**src/design/flow_sensor_frame_decode_unit_defines.svh**
```systemverilog
// ----------------------------------------------------------------------------
// Flow sensor frame decode assertion macros
// Concurrent check wrappers, compiled out when SYNTH is defined.
// ----------------------------------------------------------------------------
`ifndef FLOW_SENSOR_FRAME_DECODE_UNIT_DEFINES_SVH
`define FLOW_SENSOR_FRAME_DECODE_UNIT_DEFINES_SVH

`ifndef SYNTH
// same-cycle implication
`define FSFD_ASSERT_SAME(label, clk, rst, ante, cons) \
   label: assert property (@(posedge clk) disable iff (rst) (ante) |-> (cons)) \
      else $error("flow sensor frame decode: same-cycle check failed");
// next-cycle implication
`define FSFD_ASSERT_NEXT(label, clk, rst, ante, cons) \
   label: assert property (@(posedge clk) disable iff (rst) (ante) |=> (cons)) \
      else $error("flow sensor frame decode: next-cycle check failed");
`else
`define FSFD_ASSERT_SAME(label, clk, rst, ante, cons)
`define FSFD_ASSERT_NEXT(label, clk, rst, ante, cons)
`endif

`endif

```
**src/design/fsfd_pkg.sv**
```systemverilog
// ----------------------------------------------------------------------------
// Flow sensor frame decode package
// Widths, constants, CRC-8 byte update and the divider control bundle.
// ----------------------------------------------------------------------------
package fsfd_pkg;

   localparam int ScaleW           = 14;
   localparam int RawW             = 16;
   localparam int MagW             = 16;
   localparam int GainW            = 10;
   localparam int DvdW             = 25;
   localparam int FlowW            = 20;
   localparam int CsrAddrW         = 3;
   localparam int CsrDataW         = 32;
   localparam int DivStepsPerStage = 5;
   localparam int DivStages        = DvdW / DivStepsPerStage;

   localparam logic [ScaleW-1:0] ScaleMin      = 14'd100;
   localparam logic [ScaleW-1:0] OxyScaleReset = 14'd1428;
   localparam logic [ScaleW-1:0] AirScaleReset = 14'd1400;
   localparam logic [RawW:0]     RawOffset     = 17'd32000;
   localparam logic [GainW-1:0]  FlowGain      = 10'd1000;
   localparam logic [7:0]        CrcPoly       = 8'h31;

   typedef enum logic {
      RegOxygenScale = 1'b0,
      RegAirScale    = 1'b1
   } csr_index_type;

   typedef struct packed {
      logic valid;
      logic channel;
      logic negative;
      logic force_zero;
      logic crc_error;
   } div_ctl_type;

   // CRC-8, poly 0x31, MSB first, one byte
   function automatic logic [7:0] crc8_byte(input logic [7:0] crc, input logic [7:0] data);
      logic [7:0] acc;
      acc = crc ^ data;
      for (int b = 0; b < 8; b++) begin
         if (acc[7]) begin
            acc = {acc[6:0], 1'b0} ^ CrcPoly;
         end else begin
            acc = {acc[6:0], 1'b0};
         end
      end
      return acc;
   endfunction

endpackage

```
**src/design/fsfd_div_stage.sv**
```systemverilog
// ----------------------------------------------------------------------------
// Divider pipeline stage
// Restoring unsigned division, several quotient bits per stage, registered.
// ----------------------------------------------------------------------------
module fsfd_div_stage #(
   parameter int STEPS = fsfd_pkg::DivStepsPerStage
) (
   input  logic                          clock,
   input  logic                          reset,
   input  fsfd_pkg::div_ctl_type         ctl_i,
   input  logic [fsfd_pkg::ScaleW-1:0]   rem_i,
   input  logic [fsfd_pkg::DvdW-1:0]     work_i,
   input  logic [fsfd_pkg::ScaleW-1:0]   divisor_i,
   output fsfd_pkg::div_ctl_type         ctl_o,
   output logic [fsfd_pkg::ScaleW-1:0]   rem_o,
   output logic [fsfd_pkg::DvdW-1:0]     work_o,
   output logic [fsfd_pkg::ScaleW-1:0]   divisor_o
);
   import fsfd_pkg::*;

   div_ctl_type       ctl_ff;
   logic [ScaleW-1:0] rem_ff, rem_in;
   logic [DvdW-1:0]   work_ff, work_in;
   logic [ScaleW-1:0] div_ff;

   // work shifts dividend bits out the top and quotient bits in at the bottom
   always_comb begin : div_steps
      logic [ScaleW:0] trial;
      rem_in  = rem_i;
      work_in = work_i;
      for (int s = 0; s < STEPS; s++) begin
         trial   = {rem_in, work_in[DvdW-1]};
         work_in = {work_in[DvdW-2:0], 1'b0};
         if (trial >= {1'b0, divisor_i}) begin
            trial      = trial - {1'b0, divisor_i};
            work_in[0] = 1'b1;
         end
         rem_in = trial[ScaleW-1:0];
      end
   end

   always_ff @(posedge clock) begin
      if (reset) begin
         ctl_ff <= '0;
      end else begin
         ctl_ff <= ctl_i;
      end
      rem_ff  <= rem_in;
      work_ff <= work_in;
      div_ff  <= divisor_i;
   end

   assign ctl_o     = ctl_ff;
   assign rem_o     = rem_ff;
   assign work_o    = work_ff;
   assign divisor_o = div_ff;

endmodule

```
**src/design/flow_sensor_frame_decode_unit.sv**
```systemverilog
// A result strobes after the accepted frame has passed through each pipeline register below.
// Throughput: one frame per cycle; busy is low except during reset.
// Pipeline: capture, CRC high byte, CRC low byte and x1000 product, five
// divider stages of five quotient bits each, output register.
// Reset (synchronous) empties the pipeline and reloads both scale registers.
// ----------------------------------------------------------------------------
// Flow sensor frame decode unit
// Checks the CRC-8 of a sensor frame and converts the raw word to flow.
// ----------------------------------------------------------------------------
`include "flow_sensor_frame_decode_unit_defines.svh"

module flow_sensor_frame_decode_unit (
   input  logic                            clock,
   input  logic                            reset,
   // frame input
   input  logic                            start,
   output logic                            busy,
   input  logic                            req_channel,
   input  logic [7:0]                      req_flow_high,
   input  logic [7:0]                      req_flow_low,
   input  logic [7:0]                      req_crc_byte,
   // result output
   output logic                            rsp_strobe,
   output logic                            rsp_result_channel,
   output logic signed [fsfd_pkg::FlowW-1:0] rsp_flow_hundredths,
   output logic                            rsp_crc_error,
   // register port
   input  logic                            psel,
   input  logic                            penable,
   input  logic                            pwrite,
   input  logic [fsfd_pkg::CsrAddrW-1:0]   paddr,
   input  logic [fsfd_pkg::CsrDataW-1:0]   pwdata,
   output logic [fsfd_pkg::CsrDataW-1:0]   prdata,
   output logic                            pready
);
   import fsfd_pkg::*;

   // ---------------- registers
   logic [ScaleW-1:0] oxy_scale_ff, air_scale_ff;
   logic              csr_wr;
   logic [ScaleW-1:0] rd_scale;

   assign pready = 1'b1;
   assign csr_wr = psel && penable && pwrite;

   always_ff @(posedge clock) begin
      if (reset) begin
         oxy_scale_ff <= OxyScaleReset;
         air_scale_ff <= AirScaleReset;
      end else if (csr_wr) begin
         case (csr_index_type'(paddr[2]))
            RegOxygenScale: oxy_scale_ff <= pwdata[ScaleW-1:0];
            RegAirScale:    air_scale_ff <= pwdata[ScaleW-1:0];
            default: ;
         endcase
      end
   end

   assign rd_scale = (csr_index_type'(paddr[2]) == RegAirScale) ? air_scale_ff : oxy_scale_ff;
   assign prdata   = (paddr[1:0] != 2'b00) ? '0
                                           : {{(CsrDataW-ScaleW){1'b0}}, rd_scale};

   // ---------------- stage A: capture
   logic              accept;
   logic [ScaleW-1:0] sel_scale, a_scale_in;
   logic              a_valid_ff, a_ch_ff;
   logic [7:0]        a_hi_ff, a_lo_ff, a_rx_ff;
   logic [ScaleW-1:0] a_scale_ff;

   assign busy      = reset;
   assign accept    = start && !busy;
   assign sel_scale = req_channel ? air_scale_ff : oxy_scale_ff;
   assign a_scale_in = (sel_scale < ScaleMin) ? ScaleMin : sel_scale;

   always_ff @(posedge clock) begin
      if (reset) begin
         a_valid_ff <= 1'b0;
      end else begin
         a_valid_ff <= accept;
      end
      a_ch_ff    <= req_channel;
      a_hi_ff    <= req_flow_high;
      a_lo_ff    <= req_flow_low;
      a_rx_ff    <= req_crc_byte;
      a_scale_ff <= a_scale_in;
   end

   // ---------------- stage B: CRC of high byte, offset and magnitude
   logic [RawW-1:0]   raw;
   logic [RawW:0]     diff;
   logic [RawW:0]     diff_abs;
   logic              b_valid_ff, b_ch_ff, b_neg_ff, b_nz_ff;
   logic [7:0]        b_crc_ff, b_lo_ff, b_rx_ff;
   logic [MagW-1:0]   b_mag_ff;
   logic [ScaleW-1:0] b_scale_ff;

   assign raw      = {a_hi_ff, a_lo_ff};
   assign diff     = {1'b0, raw} - RawOffset;
   assign diff_abs = diff[RawW] ? (~diff + 1'b1) : diff;

   always_ff @(posedge clock) begin
      if (reset) begin
         b_valid_ff <= 1'b0;
      end else begin
         b_valid_ff <= a_valid_ff;
      end
      b_ch_ff    <= a_ch_ff;
      b_crc_ff   <= crc8_byte(8'h00, a_hi_ff);
      b_lo_ff    <= a_lo_ff;
      b_rx_ff    <= a_rx_ff;
      b_neg_ff   <= diff[RawW];
      b_mag_ff   <= diff_abs[MagW-1:0];
      b_nz_ff    <= (raw != '0);
      b_scale_ff <= a_scale_ff;
   end

   // ---------------- stage C: CRC of low byte, scale by 1000
   logic [7:0]            crc_full;
   logic                  crc_bad;
   logic [MagW+GainW-1:0] prod;
   div_ctl_type           c_ctl_in, c_ctl_ff;
   logic [DvdW-1:0]       c_prod_ff;
   logic [ScaleW-1:0]     c_scale_ff;

   assign crc_full = crc8_byte(b_crc_ff, b_lo_ff);
   assign crc_bad  = (crc_full != b_rx_ff);
   assign prod     = b_mag_ff * FlowGain;

   always_comb begin
      c_ctl_in.valid      = b_valid_ff;
      c_ctl_in.channel    = b_ch_ff;
      c_ctl_in.negative   = b_neg_ff;
      c_ctl_in.force_zero = crc_bad || !b_nz_ff;
      c_ctl_in.crc_error  = crc_bad;
   end

   always_ff @(posedge clock) begin
      if (reset) begin
         c_ctl_ff <= '0;
      end else begin
         c_ctl_ff <= c_ctl_in;
      end
      c_prod_ff  <= prod[DvdW-1:0];
      c_scale_ff <= b_scale_ff;
   end

   // ---------------- divider pipeline
   div_ctl_type       dv_ctl   [0:DivStages];
   logic [ScaleW-1:0] dv_rem   [0:DivStages];
   logic [DvdW-1:0]   dv_work  [0:DivStages];
   logic [ScaleW-1:0] dv_div   [0:DivStages];

   assign dv_ctl[0]  = c_ctl_ff;
   assign dv_rem[0]  = '0;
   assign dv_work[0] = c_prod_ff;
   assign dv_div[0]  = c_scale_ff;

   for (genvar g = 0; g < DivStages; g++) begin : g_div
      fsfd_div_stage #(
         .STEPS(DivStepsPerStage)
      ) u_stage (
         .clock     (clock),
         .reset     (reset),
         .ctl_i     (dv_ctl[g]),
         .rem_i     (dv_rem[g]),
         .work_i    (dv_work[g]),
         .divisor_i (dv_div[g]),
         .ctl_o     (dv_ctl[g+1]),
         .rem_o     (dv_rem[g+1]),
         .work_o    (dv_work[g+1]),
         .divisor_o (dv_div[g+1])
      );
   end

   // ---------------- output register
   div_ctl_type       last_ctl;
   logic [FlowW-1:0]  quo;
   logic [FlowW-1:0]  flow_in;
   logic              out_valid_ff, out_ch_ff, out_err_ff;
   logic [FlowW-1:0]  out_flow_ff;

   assign last_ctl = dv_ctl[DivStages];
   assign quo      = dv_work[DivStages][FlowW-1:0];

   // drop the quotient on a bad frame or a zero word, apply sign otherwise
   always_comb begin
      if (last_ctl.force_zero) begin
         flow_in = '0;
      end else if (last_ctl.negative) begin
         flow_in = ~quo + 1'b1;
      end else begin
         flow_in = quo;
      end
   end

   always_ff @(posedge clock) begin
      if (reset) begin
         out_valid_ff <= 1'b0;
      end else begin
         out_valid_ff <= last_ctl.valid;
      end
      out_ch_ff   <= last_ctl.channel;
      out_err_ff  <= last_ctl.crc_error;
      out_flow_ff <= flow_in;
   end

   assign rsp_strobe          = out_valid_ff;
   assign rsp_result_channel  = out_ch_ff;
   assign rsp_crc_error       = out_err_ff;
   assign rsp_flow_hundredths = out_flow_ff;

   // ---------------- checks
   `FSFD_ASSERT_SAME(a_err_gives_zero, clock, reset, rsp_strobe && rsp_crc_error, rsp_flow_hundredths == '0)
   `FSFD_ASSERT_NEXT(a_div_to_strobe, clock, reset, last_ctl.valid, rsp_strobe)
   `FSFD_ASSERT_SAME(a_rem_below_div, clock, reset, last_ctl.valid, dv_rem[DivStages] < dv_div[DivStages])

endmodule
```
**config.mk**
```make
export PLATFORM = sky130hd
export DESIGN_NAME = flow_sensor_frame_decode_unit
export DESIGN_NICKNAME = d
export VERILOG_FILES = /design/src/design/fsfd_pkg.sv /design/src/design/fsfd_div_stage.sv /design/src/design/flow_sensor_frame_decode_unit.sv
export VERILOG_INCLUDE_DIRS = /design/src /design/src/design
export SDC_FILE = /design/constraint.sdc
export NUM_CORES = 1
export LEC_CHECK = 0
export BUFFER_PORTS_ARGS = -buffer_cell sky130_fd_sc_hd__buf_4
export CAP_MARGIN = 5
export CORE_ASPECT_RATIO = 2
export CORE_UTILIZATION = 53
export CTS_BUF_LIST = sky130_fd_sc_hd__clkbuf_4 sky130_fd_sc_hd__clkbuf_8
export DETAILED_ROUTE_END_ITERATION = 12
export PLACE_DENSITY = 0.82
export REMOVE_ABC_BUFFERS = 1
export SLEW_MARGIN = 20
export SYNTH_ARGS = -nofsm -noshare
export SYNTH_HDL_FRONTEND = slang
export SYNTH_SLANG_ARGS = --single-unit
```
**constraint.sdc**
```tcl
create_clock -name clock -period 16.8 [get_ports clock]
set_input_delay 2.52 -clock clock [delete_from_list [all_inputs] [get_ports clock]]
set_output_delay 2.52 -clock clock [all_outputs]
set_load 0.005 [all_outputs]
```
After elaboration in Yosys (flattened, before gate mapping):

Index checks and enable logic that the tools add are counted.

* output and inout port bits: 57
* register bits: 435
* bits in writable memories: 0
* input bits: 66
* ROM bits: 0
* word-level logic and storage cells: 222
* memories: 0
* latch bits: 0

* multiply operators: 1
* $lt $le $gt $ge: 26
* div/mod/pow operators: 0
* reductions and logical operators: 10
* shift operators: 0
* multiplexer cells: 70
* add/subtract/negate cells: 27
* equality and inequality tests: 1
* bitwise logic cells: 20

Operators with widths (number)
* $mux W14: 27
* $ge A15 B14 Y1: 24
* $sub A14 B14 Y14: 23
* $mux W6: 16
* $not A3 Y3: 16
* $mux W1: 25
* $mul A16 B7 Y22 const B: 1
* $add A20 B1 Y20 const B: 1
* $mux W20: 1
* $not A20 Y20: 1
* $sub A16 B15 Y17 const B: 1
* $add A16 B1 Y16 const B: 1
* $mux W16: 1
* $not A16 Y16: 1
* $reduce_bool A16 Y1: 1
* $ge A1 B14 Y1: 1
* $lt A14 B7 Y1 const B: 1
* $sub A1 B14 Y14: 1
* $ne A8 B8 Y1: 1
* $xor A8 B8 Y8: 1
* $reduce_and A2 Y1: 2
* $logic_and A1 B1 Y1: 3
* $logic_not A1 Y1: 2
* $reduce_bool A2 Y1: 1
* other kinds (2): 2

Longest topological paths before layout:

* word-level depth: 19
* depth in mapped cells: 63
* mapped depth without buffers: 58

Hierarchy:

A second synthesis with hierarchy kept.

* cells, all modules: 4186
* area, all modules: 36495.0 um^2

By module, submodules not included
* fsfd_div_stage (g_div[0].u_stage ...): instances 2, area each 5465.2 um^2, sequential area each 1161.1 um^2, cells an instance 651
* flow_sensor_frame_decode_unit: instances 1, area each 8941.1 um^2, sequential area each 3783.6 um^2, cells an instance 868
* fsfd_div_stage (g_div[2].u_stage): instances 1, area each 5768.0 um^2, sequential area each 1161.1 um^2, cells an instance 710
* fsfd_div_stage (g_div[1].u_stage): instances 1, area each 5476.5 um^2, sequential area each 1161.1 um^2, cells an instance 663
* fsfd_div_stage (g_div[4].u_stage): instances 1, area each 5378.9 um^2, sequential area each 1161.1 um^2, cells an instance 643

Least setup slack after synthesis:

Ideal clock, no wire load.

* path type: reg-to-reg
* from: register g_div[1].u_stage.div_ff[1]
* to: register g_div[2].u_stage.rem_ff[13]
* period minus slack after synthesis: 12.694 ns
* setup time: 0.122 ns
* arrival time: 12.572 ns
* path buffers: 5
* cell stages (with the launch flop): 60
* required time: 16.678 ns
* slack: 4.106 ns
* cells stage by stage: dfxtp_1 > inv_1 > ha_1 > nand2_1 > o21ai_2 > a31oi_2 > o31a_1 > and2_1 > buf_6 > inv_1 > buf_1 > nand2_1 > o21ai_0 > inv_1 > ha_1 > nor2b_1 > o31ai_1 > a211oi_2 > [... 24 more ...] > a31o_2 > nor2_2 > nor2_1 > a21o_1 > ha_1 > nor2b_1 > o21ai_0 > a21boi_0 > o21ai_0 > a211oi_1 > o31ai_1 > a21bo_2 > a21o_1 > or4b_1 > buf_2 > nand2_4 > inv_4 > a221o_1

* cells in the longest elaborated chain, start to end: 10
* elaborated cells on any way between the ends: 15
* those cells by class: add/sub: 5; order compare: 5; mux: 5

RTL lines
* start: declaration: line fsfd_div_stage.sv:24 `logic [ScaleW-1:0] div_ff;`
* start signal: assignment: line fsfd_div_stage.sv:50 `div_ff <= divisor_i;`
* $sub A14 B14 Y14 or $ge A15 B14 Y1 (tied branches): line fsfd_div_stage.sv:35, fsfd_div_stage.sv:34
* $mux W14: line fsfd_div_stage.sv:34 `if (trial >= {1'b0, divisor_i}) begin`
* $sub A14 B14 Y14 or $ge A15 B14 Y1 (tied branches): line fsfd_div_stage.sv:35, fsfd_div_stage.sv:34
* $mux W14: line fsfd_div_stage.sv:34
* $sub A14 B14 Y14 or $ge A15 B14 Y1 (tied branches): line fsfd_div_stage.sv:35, fsfd_div_stage.sv:34
* $mux W14: line fsfd_div_stage.sv:34
* $sub A14 B14 Y14 or $ge A15 B14 Y1 (tied branches): line fsfd_div_stage.sv:35, fsfd_div_stage.sv:34
* $mux W14: line fsfd_div_stage.sv:34
* $sub A14 B14 Y14 or $ge A15 B14 Y1 (tied branches): line fsfd_div_stage.sv:35, fsfd_div_stage.sv:34
* $mux W14 (*): line fsfd_div_stage.sv:34
* via g_div[2].u_stage.div_steps.trial[13]: line fsfd_div_stage.sv:28 `logic [ScaleW:0] trial;`
* end signal: assignment: line fsfd_div_stage.sv:48 `rem_ff <= rem_in;`
* end: declaration: line fsfd_div_stage.sv:22 `logic [ScaleW-1:0] rem_ff, rem_in;`

Mark *: on every way through the listed nets, which the timed path passes. The rest lies on a longest branch.
A chain may end at the register's enable or synchronous reset.

Final worst setup path:

* from: register g_div[0].u_stage.div_ff[1]
* to: register g_div[1].u_stage.rem_ff[7]

* cells in the longest elaborated chain, start to end: 10
* elaborated cells on any way between the ends: 15
* those cells by class: add/sub: 5; order compare: 5; mux: 5

RTL lines (line)
* start: declaration: fsfd_div_stage.sv:24
* start signal: assignment: fsfd_div_stage.sv:50
* $sub A14 B14 Y14 or $ge A15 B14 Y1 (tied branches): fsfd_div_stage.sv:35, fsfd_div_stage.sv:34
* $mux W14: fsfd_div_stage.sv:34
* $sub A14 B14 Y14 or $ge A15 B14 Y1 (tied branches): fsfd_div_stage.sv:35, fsfd_div_stage.sv:34
* $mux W14: fsfd_div_stage.sv:34
* $sub A14 B14 Y14 or $ge A15 B14 Y1 (tied branches): fsfd_div_stage.sv:35, fsfd_div_stage.sv:34
* $mux W14: fsfd_div_stage.sv:34
* $sub A14 B14 Y14 or $ge A15 B14 Y1 (tied branches): fsfd_div_stage.sv:35, fsfd_div_stage.sv:34
* $mux W14: fsfd_div_stage.sv:34
* $sub A14 B14 Y14 or $ge A15 B14 Y1 (tied branches): fsfd_div_stage.sv:35, fsfd_div_stage.sv:34
* $mux W14 (*): fsfd_div_stage.sv:34
* via g_div[1].u_stage.div_steps.trial[7]: fsfd_div_stage.sv:28
* end signal: assignment: fsfd_div_stage.sv:48
* end: declaration: fsfd_div_stage.sv:22

Marks and branches as above.

==> results.json <==
{
  "numCtsBuffers": 57,
  "post-dp-hpwl_mm": 73.9,
  "multi_input_area_um2": 22400,
  "coreArea_um2": 59900,
  "place_area_um2": 33500,
  "worst_path_largest_cell_delay_ns": 0.78,
  "cpMostUsedCell": "a21oi_1",
  "hold_buffers": 0,
  "hold-worst-slack_ns": 0.313,
  "fillers": 5295,
  "crit_path_end_kind": "register",
  "htree_levels": 2,
  "drv_cap": 0,
  "clkTransAtPathRegs_ns": 0.08,
  "cts_tree": "done",
  "worstMarginPinSlew_ns": 1.03,
  "rows": 127,
  "fin_tns_setup_ns": 0,
  "ys_warn_count": 0,
  "initial_core_util_pct": 53.6,
  "status": "finished with violations",
  "nNetsFinal": 4366,
  "ys_top_cells_by_area": "dfxtp_1 (26%), ha_1 (15%), xnor2_1 (5.0%)",
  "crit_arrival_ns": 16.75,
  "yosysTopAreaCell": "dfxtp_1",
  "finalCritPeriodShare_pct": 95.9,
  "grt_usage_pct": 30.9,
  "grt-ovfl-total": 0,
  "viasPerCell": 6.16,
  "synth_top_cell_area_share_pct": 25.8,
  "cts_root_buffer": "clkbuf_8",
  "drt_iter0_drc": 1345,
  "rsz0062_at_grt": "no",
  "finalHoldViolCount": 0,
  "area_delta_synth_final_pct": 8.68,
  "clkLatencyLatePin_ns": 0.71,
  "gp_congestion": 1.01,
  "min_period_ns": 16.11,
  "synth_area_per_cell_um2": 8.57,
  "critPathKind": "register to register",
  "cts_setup_buffers": 0,
  "synth_edf_count": 0,
  "path_max_fanout": 26,
  "setup_viol_count_final": 0,
  "netlist_area_um2": 32100,
  "fin_worst_skew_ns": 0.0528,
  "synth_seq_cells": 414,
  "ys_async_sr_fraction_pct": 0,
  "grt_max_degree": 63,
  "die_area_um2": 61700,
  "post_synth_num_cell_types": 89,
  "drt-pass1-iter-count": 12,
  "drc": 2,
  "cts.path.max_buffers": 3,
  "required_ns": 17.44,
  "fmax_ghz": 0.0621,
  "violations": "design-rule violations",
  "antenna_found_initial": 4,
  "wire_per_inst_um": 20.5,
  "netlist_instances": 3748,
  "dieWidth_um": 176,
  "synth_seq_area_share_pct": 25.8,
  "drive_above_1_share_pct": 9.21,
  "grt_pass1_vias": 29100,
  "maxSlewViolCount": 0,
  "vias": 28600,
  "postRouteAntennaNets": 0,
  "port_buffers": 85,
  "die_h_um": 350,
  "hold_class": "register to register",
  "cpMaxStageDelayCell": "a2111oi_1",
  "io_pins": 123,
  "grt_pass1_wl_mm": 147,
  "cts.sinks": 414,
  "final_cell_area_um2": 34900,
  "regArea_um2": 8290,
  "cp-start-kind": "register",
  "maxSlewHeadroom_pct": 31.2,
  "synth_flop_cell": "dfxtp_1",
  "wl_mm": 95.4
}
==> per-layer routing <==
metal,up-vias,wire (µm),GRT usage (%)
met3,621,5270,7.22
met2,1031,50400,58.2
met5,-,51,0
li1,13500,-,-
met1,13500,28700,24.5
met4,6,11000,32.6
==> cell families (layout without fill, tap and decap cells) <==
kind of cell | count (synthesis) | count (layout) | synth area share [%]
simple gates | 1028 | 1028 | 15.7
compound gates | 978 | 978 | 19.8
fa+ha+maj | 466 | 466 | 19.9
flops | 414 | 414 | 25.8
buf+inv | 386 | 499 | 4.81
xor+xnor | 299 | 299 | 8.15
mux | 175 | 175 | 5.82
other cells | 2 | 20 | 0.0234
==> cells in the final DEF, fill, tap and decap left out, drive strengths merged, types with 12 or more instances in the layout <==
| cell | instances |
|---|---|
| a211oi | 30 |
| a21boi | 22 |
| a21o | 93 |
| a21oi | 259 |
| a221o | 27 |
| a31oi | 30 |
| and2 | 14 |
| and3 | 19 |
| and4 | 13 |
| buf | 110 |
| clkbuf | 79 |
| clkinv | 12 |
| conb | 19 |
| dfxtp | 414 |
| fa | 76 |
| ha | 390 |
| inv | 285 |
| mux2 | 91 |
| mux2i | 84 |
| nand2 | 265 |
| nand2b | 50 |
| nand3 | 74 |
| nand3b | 18 |
| nand4 | 51 |
| nor2 | 272 |
| nor2b | 98 |
| nor3 | 63 |
| nor3b | 12 |
| nor4 | 16 |
| o2111ai | 12 |
| o211ai | 20 |
| o21a | 60 |
| o21ai | 233 |
| o21bai | 31 |
| o31a | 12 |
| o31ai | 30 |
| or2 | 15 |
| or3 | 32 |
| xnor2 | 185 |
| xor2 | 114 |
==> worst paths after layout <==
kind	endpoint	startpoint	slack, ns	depth (start not counted)
hold / removal	g_div[4].u_stage.work_o[13]	g_div[3].u_stage.work_o[8]	0.31	0
hold reg to reg	g_div[4].u_stage.work_o[13]	g_div[3].u_stage.work_o[8]	0.31	0
setup / recovery	g_div[1].u_stage.rem_o[7]	g_div[0].u_stage.divisor_o[1]	0.69	54
setup reg to reg	g_div[1].u_stage.rem_o[7]	g_div[0].u_stage.divisor_o[1]	0.69	54
==> synth_stat cells (74+ instances only) <==
cell type  count
dfxtp_1      414
ha_1         390
inv_1        278
nor2_1       271
nand2_1      264
a21oi_1      259
o21ai_0      226
xnor2_1      185
xor2_1       114
nor2b_1       98
a21o_1        93
mux2_2        90
mux2i_1       84
fa_1          76
nand3_1       74
==> through the flow <==
step	std cells	util, %	setup slack (ns)
floorplan	3664	-	3.66
global placement	4547	56.0	1.31
detailed placement	4547	56.0	1.06
CTS	4650	58.2	0.951
global route	4653	58.3	0.00848
finish	4653	58.3	0.693
==> flip-flops by register name, indices dropped and copies added (netlist names), 16 cells and up <==
| register | cells |
|---|---|
| g_div.u_stage.work_o | 88 |
| g_div.u_stage.ctl_o | 25 |
| c_prod_ff | 22 |
| g_div.u_stage.rem_o | 56 |
| rsp_flow_hundredths | 20 |
| b_mag_ff | 16 |
| g_div.u_stage.divisor_o | 56 |
==> critical path: cells and delay by family, from the launching register on <==
family | cells | cell delay [ns]
fa+ha+maj | 5 | 1.64
flops | 1 | 0.62
mux | 3 | 0.82
simple gates | 9 | 1.87
buf+inv | 7 | 1.74
compound gates | 30 | 9.30
==> what timing repair did <==
action / 4_1_cts / 5_1_grt
endpoints found under the hold margin: 0 / 0
gates resized for setup: 0 / 3
endpoints found under the setup margin: 0 / 17
==> cell type report <==
| type | count | area share [%] |
|---|---|---|
| Timing Repair Buffer | 111 | 2.39 |
| Sequential cell | 414 | 23.7 |
| Tap cell | 774 | 2.77 |
| Antenna cell | 1 | 0.00717 |
| Clock inverter | 25 | 0.968 |
| Multi-Input combinational cell | 2965 | 64.2 |
| Inverter | 285 | 3.07 |
| Clock buffer | 78 | 2.90 |
Power is left out: the tool's default activity adds up to more than one toggle a clock period on the data nets, which glitch-free logic cannot reach.
